==> config.mk <==
export PLATFORM = sky130hd
export DESIGN_NAME = dual_wheel_encoder_pi_speed_loop
export DESIGN_NICKNAME = d
export VERILOG_FILES = /design/src/dwe_pkg.sv /design/src/dwe_mul.sv /design/src/dwe_seq.sv /design/src/dual_wheel_encoder_pi_speed_loop.sv
export SDC_FILE = /design/constraint.sdc
export NUM_CORES = 2
export LEC_CHECK = 0
export ABC_AREA = 1
export BUFFER_PORTS_ARGS = -buffer_cell sky130_fd_sc_hd__clkbuf_2
export CORE_MARGIN = 5
export CORE_UTILIZATION = 35
export DETAILED_ROUTE_END_ITERATION = 8
export PLACE_DENSITY = 0.52
export SLEW_MARGIN = 5
export SYNTH_ARGS = -nofsm -noshare
export SYNTH_HDL_FRONTEND = slang
export SYNTH_SLANG_ARGS = --single-unit
==> constraint.sdc <==
create_clock -name clk -period 9 [get_ports clk]
set_input_delay 1.8 -clock clk [delete_from_list [all_inputs] [get_ports clk]]
set_output_delay 1.8 -clock clk [all_outputs]
set_load 0.01 [all_outputs]
==> src/dwe_pkg.sv <==
package dwe_pkg;

    // encoder counter width, 16 to 32
    localparam int COUNT_WIDTH = 32;

    localparam int POS_W  = 32;
    localparam int RATE_W = 24;
    localparam int ERR_W  = 25;
    localparam int ACC_W  = 17;
    localparam int GOAL_W = 18;
    localparam int GAIN_W = 16;
    localparam int CMP_W  = 16;
    localparam int DUTY_W = 16;
    localparam int CFG_W  = 18;
    localparam int POL_W  = 4;

    localparam int MUL_A_W = (COUNT_WIDTH > ERR_W) ? COUNT_WIDTH : ERR_W;
    localparam int MUL_B_W = GAIN_W + 1;
    localparam int PROD_W  = MUL_A_W + MUL_B_W;

    localparam int RATE_SHIFT = 8;
    localparam int GAIN_SHIFT = 16;
    localparam int DUTY_SHIFT = 15;

    localparam logic signed [PROD_W-1:0] RATE_HI = PROD_W'(8388607);
    localparam logic signed [PROD_W-1:0] RATE_LO = PROD_W'(-8388608);
    localparam logic signed [PROD_W-1:0] ACC_HI  = PROD_W'(22938);
    localparam logic signed [PROD_W-1:0] ACC_LO  = PROD_W'(-6554);
    localparam logic [GOAL_W-1:0]        ONE_RPM = GOAL_W'(16);
    localparam logic [DUTY_W-1:0]        FULL_DUTY = DUTY_W'(32768);

    // operations
    localparam logic [2:0] OP_EDGE_RIGHT = 3'd0;
    localparam logic [2:0] OP_EDGE_LEFT  = 3'd1;
    localparam logic [2:0] OP_TICK       = 3'd2;
    localparam logic [2:0] OP_SET        = 3'd3;
    localparam logic [2:0] OP_PREPARE    = 3'd4;
    localparam logic [2:0] OP_COAST      = 3'd5;
    localparam logic [2:0] OP_BRAKE      = 3'd6;

    // configuration register indexes
    localparam logic [2:0] REG_PROP_GAIN     = 3'd0;
    localparam logic [2:0] REG_INT_GAIN_DT   = 3'd1;
    localparam logic [2:0] REG_START_DUTY    = 3'd2;
    localparam logic [2:0] REG_MAX_DUTY      = 3'd3;
    localparam logic [2:0] REG_RPM_PER_COUNT = 3'd4;
    localparam logic [2:0] REG_MAX_RPM       = 3'd5;
    localparam logic [2:0] REG_PWM_PERIOD    = 3'd6;
    localparam logic [2:0] REG_POLARITY      = 3'd7;

    // sequencer steps
    localparam int STEP_W = 4;
    localparam logic [STEP_W-1:0] ST_IDLE     = 4'd0;
    localparam logic [STEP_W-1:0] ST_MUL_RATE = 4'd1;
    localparam logic [STEP_W-1:0] ST_SAT_RATE = 4'd2;
    localparam logic [STEP_W-1:0] ST_MUL_INT  = 4'd3;
    localparam logic [STEP_W-1:0] ST_ACC      = 4'd4;
    localparam logic [STEP_W-1:0] ST_DUTY     = 4'd5;
    localparam logic [STEP_W-1:0] ST_MUL_CMP  = 4'd6;
    localparam logic [STEP_W-1:0] ST_WRITE    = 4'd7;
    localparam logic [STEP_W-1:0] ST_FINISH   = 4'd8;

    typedef struct packed {
        logic [2:0]        operation;
        logic              phase_a;
        logic              phase_b;
        logic [GOAL_W-1:0] target_right;
        logic [GOAL_W-1:0] target_left;
    } cmd_t;

    typedef struct packed {
        logic [CMP_W-1:0]         right_compare;
        logic [CMP_W-1:0]         left_compare;
        logic                     right_in1;
        logic                     right_in2;
        logic                     left_in1;
        logic                     left_in2;
        logic signed [RATE_W-1:0] speed_right;
        logic signed [RATE_W-1:0] speed_left;
        logic signed [POS_W-1:0]  position_right;
        logic signed [POS_W-1:0]  position_left;
    } res_t;

    typedef struct packed {
        logic start_tick;
        logic start_other;
        logic goal_low;
        logic res_free;
    } seq_stat_t;

    typedef struct packed {
        logic              ready;
        logic [STEP_W-1:0] step;
        logic              wheel;
    } seq_ctl_t;

endpackage

==> src/dwe_mul.sv <==
module dwe_mul
    import dwe_pkg::*;
(
    input  logic                      clk,
    input  logic signed [MUL_A_W-1:0] a,
    input  logic signed [MUL_B_W-1:0] b,
    output logic signed [PROD_W-1:0]  prod
);

    logic signed [PROD_W-1:0] prod_reg;

    // product is registered and appears in the cycle after its operands
    always_ff @(posedge clk)
    begin
        prod_reg <= PROD_W'(a) * PROD_W'(b);
    end

    assign prod = prod_reg;

endmodule

==> src/dwe_seq.sv <==
module dwe_seq
    import dwe_pkg::*;
(
    input  logic      clk,
    input  logic      rst_n,
    input  seq_stat_t stat,
    output seq_ctl_t  ctl
);

    logic [STEP_W-1:0] step_reg;
    logic [STEP_W-1:0] step_next;
    logic              wheel_reg;
    logic              wheel_next;

    always_comb
    begin
        step_next  = step_reg;
        wheel_next = wheel_reg;
        case (step_reg)
            ST_IDLE:
            begin
                if (stat.start_tick)
                begin
                    step_next  = ST_MUL_RATE;
                    wheel_next = 1'b0;
                end
                else if (stat.start_other)
                begin
                    step_next = ST_FINISH;
                end
            end
            ST_MUL_RATE: step_next = ST_SAT_RATE;
            ST_SAT_RATE:
            begin
                if (!stat.goal_low)
                begin
                    step_next = ST_MUL_INT;
                end
                else if (!wheel_reg)
                begin
                    step_next  = ST_MUL_RATE;
                    wheel_next = 1'b1;
                end
                else
                begin
                    step_next = ST_FINISH;
                end
            end
            ST_MUL_INT:  step_next = ST_ACC;
            ST_ACC:      step_next = ST_DUTY;
            ST_DUTY:     step_next = ST_MUL_CMP;
            ST_MUL_CMP:  step_next = ST_WRITE;
            ST_WRITE:
            begin
                if (!wheel_reg)
                begin
                    step_next  = ST_MUL_RATE;
                    wheel_next = 1'b1;
                end
                else
                begin
                    step_next = ST_FINISH;
                end
            end
            ST_FINISH:
            begin
                if (stat.res_free)
                begin
                    step_next = ST_IDLE;
                end
            end
            default: step_next = ST_IDLE;
        endcase
    end

    always_ff @(posedge clk or negedge rst_n)
    begin
        if (!rst_n)
        begin
            step_reg  <= ST_IDLE;
            wheel_reg <= 1'b0;
        end
        else
        begin
            step_reg  <= step_next;
            wheel_reg <= wheel_next;
        end
    end

    assign ctl.ready = (step_reg == ST_IDLE);
    assign ctl.step  = step_reg;
    assign ctl.wheel = wheel_reg;

endmodule

==> src/dual_wheel_encoder_pi_speed_loop.sv <==
// channel   | signals                          | direction | word
// ----------+----------------------------------+-----------+-----------------------------
// command   | cmd_valid cmd_ready cmd_word     | in        | cmd_t: operation, phases, targets
// result    | res_valid res_ready res_word     | out       | res_t: compares, pins, speeds, counts
// config    | cfg_valid cfg_ready cfg_index    | in        | register index 0..7, cfg_data
//           | cfg_data                         |           |
//
// one command word at a time; cmd_ready is high only while the sequencer is idle
// a control tick runs per wheel the rate multiply and saturate steps, then unless the
// target is below 1 rpm the integral, accumulate, duty, compare and write steps, as the
// single shared multiplier is used four times per wheel; every other operation goes to finish
// the result word sits in an output register, so a stalled res_ready holds only the finish
// step; rst_n clears all but the working registers and result word; cfg_ready is always high

module dual_wheel_encoder_pi_speed_loop
    import dwe_pkg::*;
(
    input  logic             clk,
    input  logic             rst_n,
    input  logic             cmd_valid,
    output logic             cmd_ready,
    input  cmd_t             cmd_word,
    output logic             res_valid,
    input  logic             res_ready,
    output res_t             res_word,
    input  logic             cfg_valid,
    output logic             cfg_ready,
    input  logic [2:0]       cfg_index,
    input  logic [CFG_W-1:0] cfg_data
);

    // configuration registers
    logic [GAIN_W-1:0] prop_gain_reg;
    logic [GAIN_W-1:0] int_gain_reg;
    logic [DUTY_W-1:0] start_duty_reg;
    logic [DUTY_W-1:0] max_duty_reg;
    logic [GAIN_W-1:0] rpm_per_count_reg;
    logic [GOAL_W-1:0] max_rpm_reg;
    logic [CMP_W-1:0]  pwm_period_reg;
    logic [POL_W-1:0]  polarity_reg;

    // per wheel state, index 0 right, 1 left
    logic [COUNT_WIDTH-1:0]   count_reg [2];
    logic [COUNT_WIDTH-1:0]   prior_reg [2];
    logic signed [ACC_W-1:0]  accum_reg [2];
    logic [GOAL_W-1:0]        goal_reg  [2];
    logic signed [RATE_W-1:0] rate_reg  [2];
    logic [CMP_W-1:0]         cmp_reg   [2];
    // right in1, right in2, left in1, left in2 from bit 0 up
    logic [3:0]               pins_reg;

    // working registers of the loop step
    logic signed [ERR_W-1:0] err_reg;
    logic [DUTY_W-1:0]       duty_reg;

    logic res_valid_reg;
    res_t res_word_reg;

    seq_stat_t stat;
    seq_ctl_t  ctl;

    logic cmd_fire;
    logic w;

    // shared multiplier operands and product
    logic signed [MUL_A_W-1:0] mul_a;
    logic signed [MUL_B_W-1:0] mul_b;
    logic signed [PROD_W-1:0]  prod;

    logic [COUNT_WIDTH-1:0]   delta;
    logic signed [PROD_W-1:0] rate_shift;
    logic signed [RATE_W-1:0] rate_sat;
    logic signed [ERR_W-1:0]  err_new;
    logic signed [PROD_W-1:0] gain_shift;
    logic signed [PROD_W-1:0] acc_sum;
    logic signed [ACC_W-1:0]  acc_clamp;
    logic signed [PROD_W-1:0] duty_sum;
    logic [DUTY_W-1:0]        duty_lim;
    logic [DUTY_W-1:0]        duty_clamp;
    logic                     goal_low;
    logic                     edge_eq;

    assign cmd_fire  = cmd_valid && cmd_ready;
    assign cmd_ready = ctl.ready;
    assign cfg_ready = 1'b1;
    assign w         = ctl.wheel;

    assign goal_low = (goal_reg[w] < ONE_RPM);
    assign edge_eq  = (cmd_word.phase_a == cmd_word.phase_b);

    assign stat.start_tick  = cmd_fire && (cmd_word.operation == OP_TICK);
    assign stat.start_other = cmd_fire && (cmd_word.operation != OP_TICK);
    assign stat.goal_low    = goal_low;
    assign stat.res_free    = !res_valid_reg || res_ready;

    dwe_seq u_seq (
        .clk   (clk),
        .rst_n (rst_n),
        .stat  (stat),
        .ctl   (ctl)
    );

    // operand select: rate, integral, proportional, then compare scaling
    always_comb
    begin
        mul_a = '0;
        mul_b = '0;
        case (ctl.step)
            ST_MUL_RATE:
            begin
                mul_a = MUL_A_W'($signed(delta));
                mul_b = $signed({1'b0, rpm_per_count_reg});
            end
            ST_MUL_INT:
            begin
                mul_a = MUL_A_W'(err_reg);
                mul_b = $signed({1'b0, int_gain_reg});
            end
            ST_ACC:
            begin
                mul_a = MUL_A_W'(err_reg);
                mul_b = $signed({1'b0, prop_gain_reg});
            end
            ST_MUL_CMP:
            begin
                mul_a = MUL_A_W'($signed({1'b0, duty_reg}));
                mul_b = $signed({1'b0, pwm_period_reg});
            end
            default:
            begin
                mul_a = '0;
                mul_b = '0;
            end
        endcase
    end

    dwe_mul u_mul (
        .clk  (clk),
        .a    (mul_a),
        .b    (mul_b),
        .prod (prod)
    );

    // count change since the last tick, wraps at the counter width
    assign delta = count_reg[w] - prior_reg[w];

    // speed: floor of product over 256, saturated to 24 bits
    always_comb
    begin
        rate_shift = prod >>> RATE_SHIFT;
        if (rate_shift > RATE_HI)
        begin
            rate_sat = RATE_HI[RATE_W-1:0];
        end
        else if (rate_shift < RATE_LO)
        begin
            rate_sat = RATE_LO[RATE_W-1:0];
        end
        else
        begin
            rate_sat = rate_shift[RATE_W-1:0];
        end
        err_new = $signed({{(ERR_W-GOAL_W){1'b0}}, goal_reg[w]}) - ERR_W'(rate_sat);
    end

    assign gain_shift = prod >>> GAIN_SHIFT;

    // integrator update with anti-windup clamp
    always_comb
    begin
        acc_sum = PROD_W'(accum_reg[w]) + gain_shift;
        if (acc_sum > ACC_HI)
        begin
            acc_clamp = ACC_HI[ACC_W-1:0];
        end
        else if (acc_sum < ACC_LO)
        begin
            acc_clamp = ACC_LO[ACC_W-1:0];
        end
        else
        begin
            acc_clamp = acc_sum[ACC_W-1:0];
        end
    end

    // duty = feedforward + proportional + integral, clamped to [0, limit]
    always_comb
    begin
        duty_lim = (max_duty_reg > FULL_DUTY) ? FULL_DUTY : max_duty_reg;
        duty_sum = PROD_W'($signed({1'b0, start_duty_reg})) + gain_shift
                   + PROD_W'(accum_reg[w]);
        if (duty_sum < 0)
        begin
            duty_clamp = '0;
        end
        else if (duty_sum > PROD_W'($signed({1'b0, duty_lim})))
        begin
            duty_clamp = duty_lim;
        end
        else
        begin
            duty_clamp = duty_sum[DUTY_W-1:0];
        end
    end

    // working registers, no reset needed
    always_ff @(posedge clk)
    begin
        if (ctl.step == ST_SAT_RATE)
        begin
            err_reg <= err_new;
        end
        if (ctl.step == ST_DUTY)
        begin
            duty_reg <= duty_clamp;
        end
        if (ctl.step == ST_FINISH && stat.res_free)
        begin
            res_word_reg.right_compare  <= cmp_reg[0];
            res_word_reg.left_compare   <= cmp_reg[1];
            res_word_reg.right_in1      <= pins_reg[0];
            res_word_reg.right_in2      <= pins_reg[1];
            res_word_reg.left_in1       <= pins_reg[2];
            res_word_reg.left_in2       <= pins_reg[3];
            res_word_reg.speed_right    <= rate_reg[0];
            res_word_reg.speed_left     <= rate_reg[1];
            res_word_reg.position_right <= POS_W'($signed(count_reg[0]));
            res_word_reg.position_left  <= POS_W'($signed(count_reg[1]));
        end
    end

    // state and configuration
    always_ff @(posedge clk or negedge rst_n)
    begin
        if (!rst_n)
        begin
            prop_gain_reg     <= '0;
            int_gain_reg      <= '0;
            start_duty_reg    <= '0;
            max_duty_reg      <= FULL_DUTY;
            rpm_per_count_reg <= '0;
            max_rpm_reg       <= '0;
            pwm_period_reg    <= CMP_W'(1000);
            polarity_reg      <= '0;
            for (int i = 0; i < 2; i++)
            begin
                count_reg[i] <= '0;
                prior_reg[i] <= '0;
                accum_reg[i] <= '0;
                goal_reg[i]  <= '0;
                rate_reg[i]  <= '0;
                cmp_reg[i]   <= '0;
            end
            pins_reg      <= '0;
            res_valid_reg <= 1'b0;
        end
        else
        begin
            if (cfg_valid && cfg_ready)
            begin
                case (cfg_index)
                    REG_PROP_GAIN:     prop_gain_reg     <= cfg_data[GAIN_W-1:0];
                    REG_INT_GAIN_DT:   int_gain_reg      <= cfg_data[GAIN_W-1:0];
                    REG_START_DUTY:    start_duty_reg    <= cfg_data[DUTY_W-1:0];
                    REG_MAX_DUTY:      max_duty_reg      <= cfg_data[DUTY_W-1:0];
                    REG_RPM_PER_COUNT: rpm_per_count_reg <= cfg_data[GAIN_W-1:0];
                    REG_MAX_RPM:       max_rpm_reg       <= cfg_data[GOAL_W-1:0];
                    REG_PWM_PERIOD:    pwm_period_reg    <= cfg_data[CMP_W-1:0];
                    REG_POLARITY:      polarity_reg      <= cfg_data[POL_W-1:0];
                    default: ;
                endcase
            end

            // operations take effect at acceptance; a tick also sets its forward pins here
            if (cmd_fire)
            begin
                case (cmd_word.operation)
                    OP_EDGE_RIGHT:
                    begin
                        count_reg[0] <= (edge_eq == polarity_reg[0])
                                        ? count_reg[0] + 1'b1 : count_reg[0] - 1'b1;
                    end
                    OP_EDGE_LEFT:
                    begin
                        count_reg[1] <= (edge_eq == polarity_reg[1])
                                        ? count_reg[1] + 1'b1 : count_reg[1] - 1'b1;
                    end
                    OP_TICK:
                    begin
                        // forward direction per wheel
                        pins_reg <= {!polarity_reg[3], polarity_reg[3],
                                     !polarity_reg[2], polarity_reg[2]};
                    end
                    OP_SET:
                    begin
                        goal_reg[0] <= (cmd_word.target_right > max_rpm_reg)
                                       ? max_rpm_reg : cmd_word.target_right;
                        goal_reg[1] <= (cmd_word.target_left > max_rpm_reg)
                                       ? max_rpm_reg : cmd_word.target_left;
                    end
                    OP_PREPARE:
                    begin
                        prior_reg[0] <= count_reg[0];
                        prior_reg[1] <= count_reg[1];
                        accum_reg[0] <= '0;
                        accum_reg[1] <= '0;
                        rate_reg[0]  <= '0;
                        rate_reg[1]  <= '0;
                    end
                    OP_COAST:
                    begin
                        goal_reg[0]  <= '0;
                        goal_reg[1]  <= '0;
                        accum_reg[0] <= '0;
                        accum_reg[1] <= '0;
                        cmp_reg[0]   <= '0;
                        cmp_reg[1]   <= '0;
                        pins_reg     <= '0;
                    end
                    OP_BRAKE:
                    begin
                        goal_reg[0]  <= '0;
                        goal_reg[1]  <= '0;
                        accum_reg[0] <= '0;
                        accum_reg[1] <= '0;
                        cmp_reg[0]   <= pwm_period_reg;
                        cmp_reg[1]   <= pwm_period_reg;
                        pins_reg     <= '1;
                    end
                    default: ;
                endcase
            end

            // tick sequence for the wheel under work
            case (ctl.step)
                ST_SAT_RATE:
                begin
                    rate_reg[w]  <= rate_sat;
                    prior_reg[w] <= count_reg[w];
                    if (goal_low)
                    begin
                        // below 1 rpm: integrator cleared, motor off
                        accum_reg[w] <= '0;
                        cmp_reg[w]   <= '0;
                    end
                end
                ST_ACC:
                begin
                    accum_reg[w] <= acc_clamp;
                end
                ST_WRITE:
                begin
                    cmp_reg[w] <= prod[DUTY_SHIFT+CMP_W-1:DUTY_SHIFT];
                end
                default: ;
            endcase

            // output register
            if (ctl.step == ST_FINISH && stat.res_free)
            begin
                res_valid_reg <= 1'b1;
            end
            else if (res_ready)
            begin
                res_valid_reg <= 1'b0;
            end
        end
    end

    assign res_valid = res_valid_reg;
    assign res_word  = res_word_reg;

    // integrators stay inside their clamp window
    assert property (@(posedge clk) disable iff (!rst_n)
        accum_reg[0] >= -6554 && accum_reg[0] <= 22938 &&
        accum_reg[1] >= -6554 && accum_reg[1] <= 22938)
    else $error("integrator outside clamp window");

    // scaled duty never exceeds full scale
    assert property (@(posedge clk) disable iff (!rst_n)
        ctl.step == ST_MUL_CMP |-> duty_reg <= FULL_DUTY)
    else $error("duty above full scale");

    // an accepted tick starts with the right wheel rate product
    assert property (@(posedge clk) disable iff (!rst_n)
        cmd_fire && cmd_word.operation == OP_TICK |=>
        ctl.step == ST_MUL_RATE && !ctl.wheel)
    else $error("tick did not start on the right wheel");

    // coast drops both compares and all pins
    assert property (@(posedge clk) disable iff (!rst_n)
        cmd_fire && cmd_word.operation == OP_COAST |=>
        cmp_reg[0] == '0 && cmp_reg[1] == '0 && pins_reg == '0)
    else $error("coast left the drive active");

endmodule
==> impl_results.md <==
* Status: finished clean
* First-pass GRT wire length at 297.1 mm
* Max reg flops at 148
* Final core utilization at 0.3938
* Final hold vios at 0
* Switch share at 0.5287
* Commonest non-fill, non-tap cell in the layout: nand2_1
* Synth Cell Area at 55660 µm²
* Largest net degree at the start of global routing at 153
* Clk_lat worst skew at 0.69 ns
* Synth unique cells at 70
* CTS sink count at 636
* Layout cells sized above 1 at 0.08056
* Critical path type: flip-flop to flip-flop
* Fin Setup TNS at 0 ns
* Crit end category: flip-flop
* GRT busiest layer: met2
* Worst Setup SP: u_seq.wheel_reg
* Reg-to-Reg End: u_mul.prod[40]
* Post-synth EDFFs at 189
* R2R Path Start: u_seq.wheel_reg
* Vias in the first global route at 47580
* Met1 usage at 0.3199
* Hold slack at 0.4144 ns
* Worst-Margin Slew at 1.252 ns
* Final Wtd Congestion at 0.9356
* H-tree Lvls at 3
* Core region area at 158200 µm²
* Port buffer count at 216
* DR pass1 iterations at 6
* Seq/Total Area, Yosys at 0.2994
* Hold_buf cts at 0
* # rows at 146
* Antenna viol nets, final at 0
* Cts bufs inserted at 75
* Worst R2R Path Depth at 35
* NetSw at 11960 µW
* Fin nets at 8120
* Drt total wl at 193.7 mm
* WP data required at 9.55 ns
* CTS tree: yes
* Ys Warns at 0
* Vias per cell at 5.087
* Antenna violations before repair at 8
* Syn Nets at 7900
* Power density over the cells at 363.1 nW/µm²
* Layout Cells excl Fill at 9327
* Post-Synthesis Cells at 6966
* RSZ-0062 raised after global routing: false
* Syn_area_per_cell at 7.990 µm²
* Reg2reg setup slack at 0.41 ns
* Yosys reg bits at 636
* Clock Pin Slew Worst Setup and Hold Paths at 0.06 ns
* Critical path's slowest cell: fa_1
* Detailed Route Iter0 Violations at 3793
* DP Wirelength at 156.2 mm
* Boundary Pins at 218
* Total GRT Usage at 0.2305
* Critical path arrival at 9.14 ns
* Critical Path Sink: u_mul.prod[40]
* Placed cells at 9174
* Layout area overhead at 11.93%
* Initial core utilization at 0.3518
* Total number of vias at 47440
* P_leak at 0.03070 µW
* FFs w/ async S/R, synth at 0.6384
* WL per Instance at 20.77 µm
* Sequential share of power at 0.238
* Most frequent cells in the layout: nand2_1, inv_1, nor2_1, fa_1, o21ai_0
* Power Total at 22620 µW
* Skew final at 0.04443 ns
* Power Internal at 10660 µW
* DRC viols at 0
* Slew HR at 0.1652
* Fmax achieved at 116.4 MHz
* Critical Path Start Type: flip-flop
* Logic pwr share at 0.619
* Die height at 408.8 µm
* DIE WIDTH at 408.8 µm
* Ys flop type: dfrtp_1
* Root buffer cell: clkbuf_16
* Die Area at 167100 µm²
* Endpoints failing setup at 0
* GR Util met2 at 0.3752
* Max Cap Violations at 0
* Min Tclk post-route at 8.588 ns
* Met3 track demand over resource at 0.03533
* Slew Viols, Final at 0
* Max clock buf depth at 3
* Crit Path Max Fanout at 13
* Worst Hold Class: flip-flop to flip-flop
* Final period util at 0.9543
* Largest stage delay, worst path at 0.57 ns
* GRT overflow at 0
* Max VDD drop at 0.3880 mV
* Clock power share at 0.143
-- metrics by stage --
stage          setup slack, ns  instance area, µm²
2_1_floorplan           0.3809               55660
5_1_grt               0.001315               62280
3_5_place_dp            0.3298               59530
3_3_place_gp            0.3218               59530
6_report                0.4116               62290
4_1_cts                 0.2938               62160
-- synthesized netlist by cell type (all sizes together) (4+ instances only) --
master / instances / share of area
nor4: 21 / 0.0025
o21a: 12 / 0.0016
o21ai: 509 / 0.046
xnor2: 51 / 0.0080
clkbuf: 165 / 0.011
o221ai: 7 / 0.0011
edfxtp: 189 / 0.10
o31ai: 20 / 0.0027
o32ai: 18 / 0.0028
a21boi: 7 / 0.00094
a211oi: 6 / 0.00090
o2111ai: 4 / 0.00063
nand3b: 20 / 0.0027
a21oi: 407 / 0.037
dfxtp: 41 / 0.015
xor2: 80 / 0.013
nand2: 1588 / 0.11
or2: 16 / 0.0018
nor2: 703 / 0.048
a21o: 20 / 0.0027
a22oi: 15 / 0.0020
a221oi: 6 / 0.00094
buf: 39 / 0.0038
dfrtp: 399 / 0.18
ha: 342 / 0.077
fa: 525 / 0.19
nand4: 79 / 0.0091
mux2: 9 / 0.0018
o21bai: 16 / 0.0022
nor3: 54 / 0.0050
o22ai: 36 / 0.0040
dfstp: 7 / 0.0033
o211ai: 20 / 0.0028
a31oi: 29 / 0.0033
clkinv: 20 / 0.0013
nand3: 249 / 0.023
inv: 1220 / 0.082
-- cell type report --
class                           count  area, µm²
Clock inverter                     42      548.0
Antenna cell                        6      15.01
Inverter                         1240       4677
Fill cell                       16240      95900
Clock buffer                       98       2083
Multi-Input combinational cell   4886      33610
Tap cell                         2072       2592
Timing Repair Buffer              347       2103
Sequential cell                   636      16670
-- what timing repair did --
| action | CTS | global route |
|---|---|---|
| buffers inserted | 0 | 7 |
| setup endpoints to repair | 0 | 16 |
| endpoints found under the hold margin | 0 | 0 |
| resized for setup | 0 | 30 |
-- cells by family (layout without fill, tap and decap cells) --
logic type,count (synthesis),after routing,synth area share
DFF,636,636,0.2994
muxes,9,9,0.001821
buffers and inverters,1444,1727,0.09851
other,1,7,0.00006738
and+or+nand+nor,2736,2736,0.2004
xor gates and xnor gates,131,131,0.02109
adders and majority gates,867,867,0.2657
AOI/OAI and AO/OA,1142,1142,0.1130
-- worst min-delay path by stage --
stage	start	endpoint	slack (ns)	cells after the start
final	cmp_reg[22]	res_word[138]	0.41	0
after floorplan	pins_reg[3]	res_word[112]	0.42	0
after global routing	cmp_reg[6]	res_word[122]	0.44	0
after detailed placement	pins_reg[3]	res_word[112]	0.43	0
after global placement	rate_reg[40]	res_word[104]	0.43	0
after CTS	cmp_reg[6]	res_word[122]	0.42	0
-- critical path: cells and delay by family, from the launching register on --
family	cells	cell delay [ns]
XOR/XNOR	1	0.16
AND/OR/NAND/NOR	5	0.66
buffers and inverters	9	0.92
AO/OA/AOI/OAI	11	1.88
flip-flops	1	0.56
adder cells (fa/ha/maj)	9	4.25
-- power by group through the flow --
stage / registers [µW] / logic, µW / clock network, µW
2_1_floorplan: 5180 / 8850 / 0
6_report: 5380 / 14000 / 3240
3_3_place_gp: 5440 / 13700 / 0
3_5_place_dp: 5440 / 13800 / 0
5_1_grt: 5490 / 15500 / 3410
4_1_cts: 5400 / 13900 / 3310
-- layer usage --
metal  share of wire  vias to the layer above
li1                -                    22540
met1            0.44                    23230
met2            0.46                     1425
met3           0.064                      251
met4           0.030                        0
met5               0                        -
No activity file was read; power rests on OpenSTA's default activity.
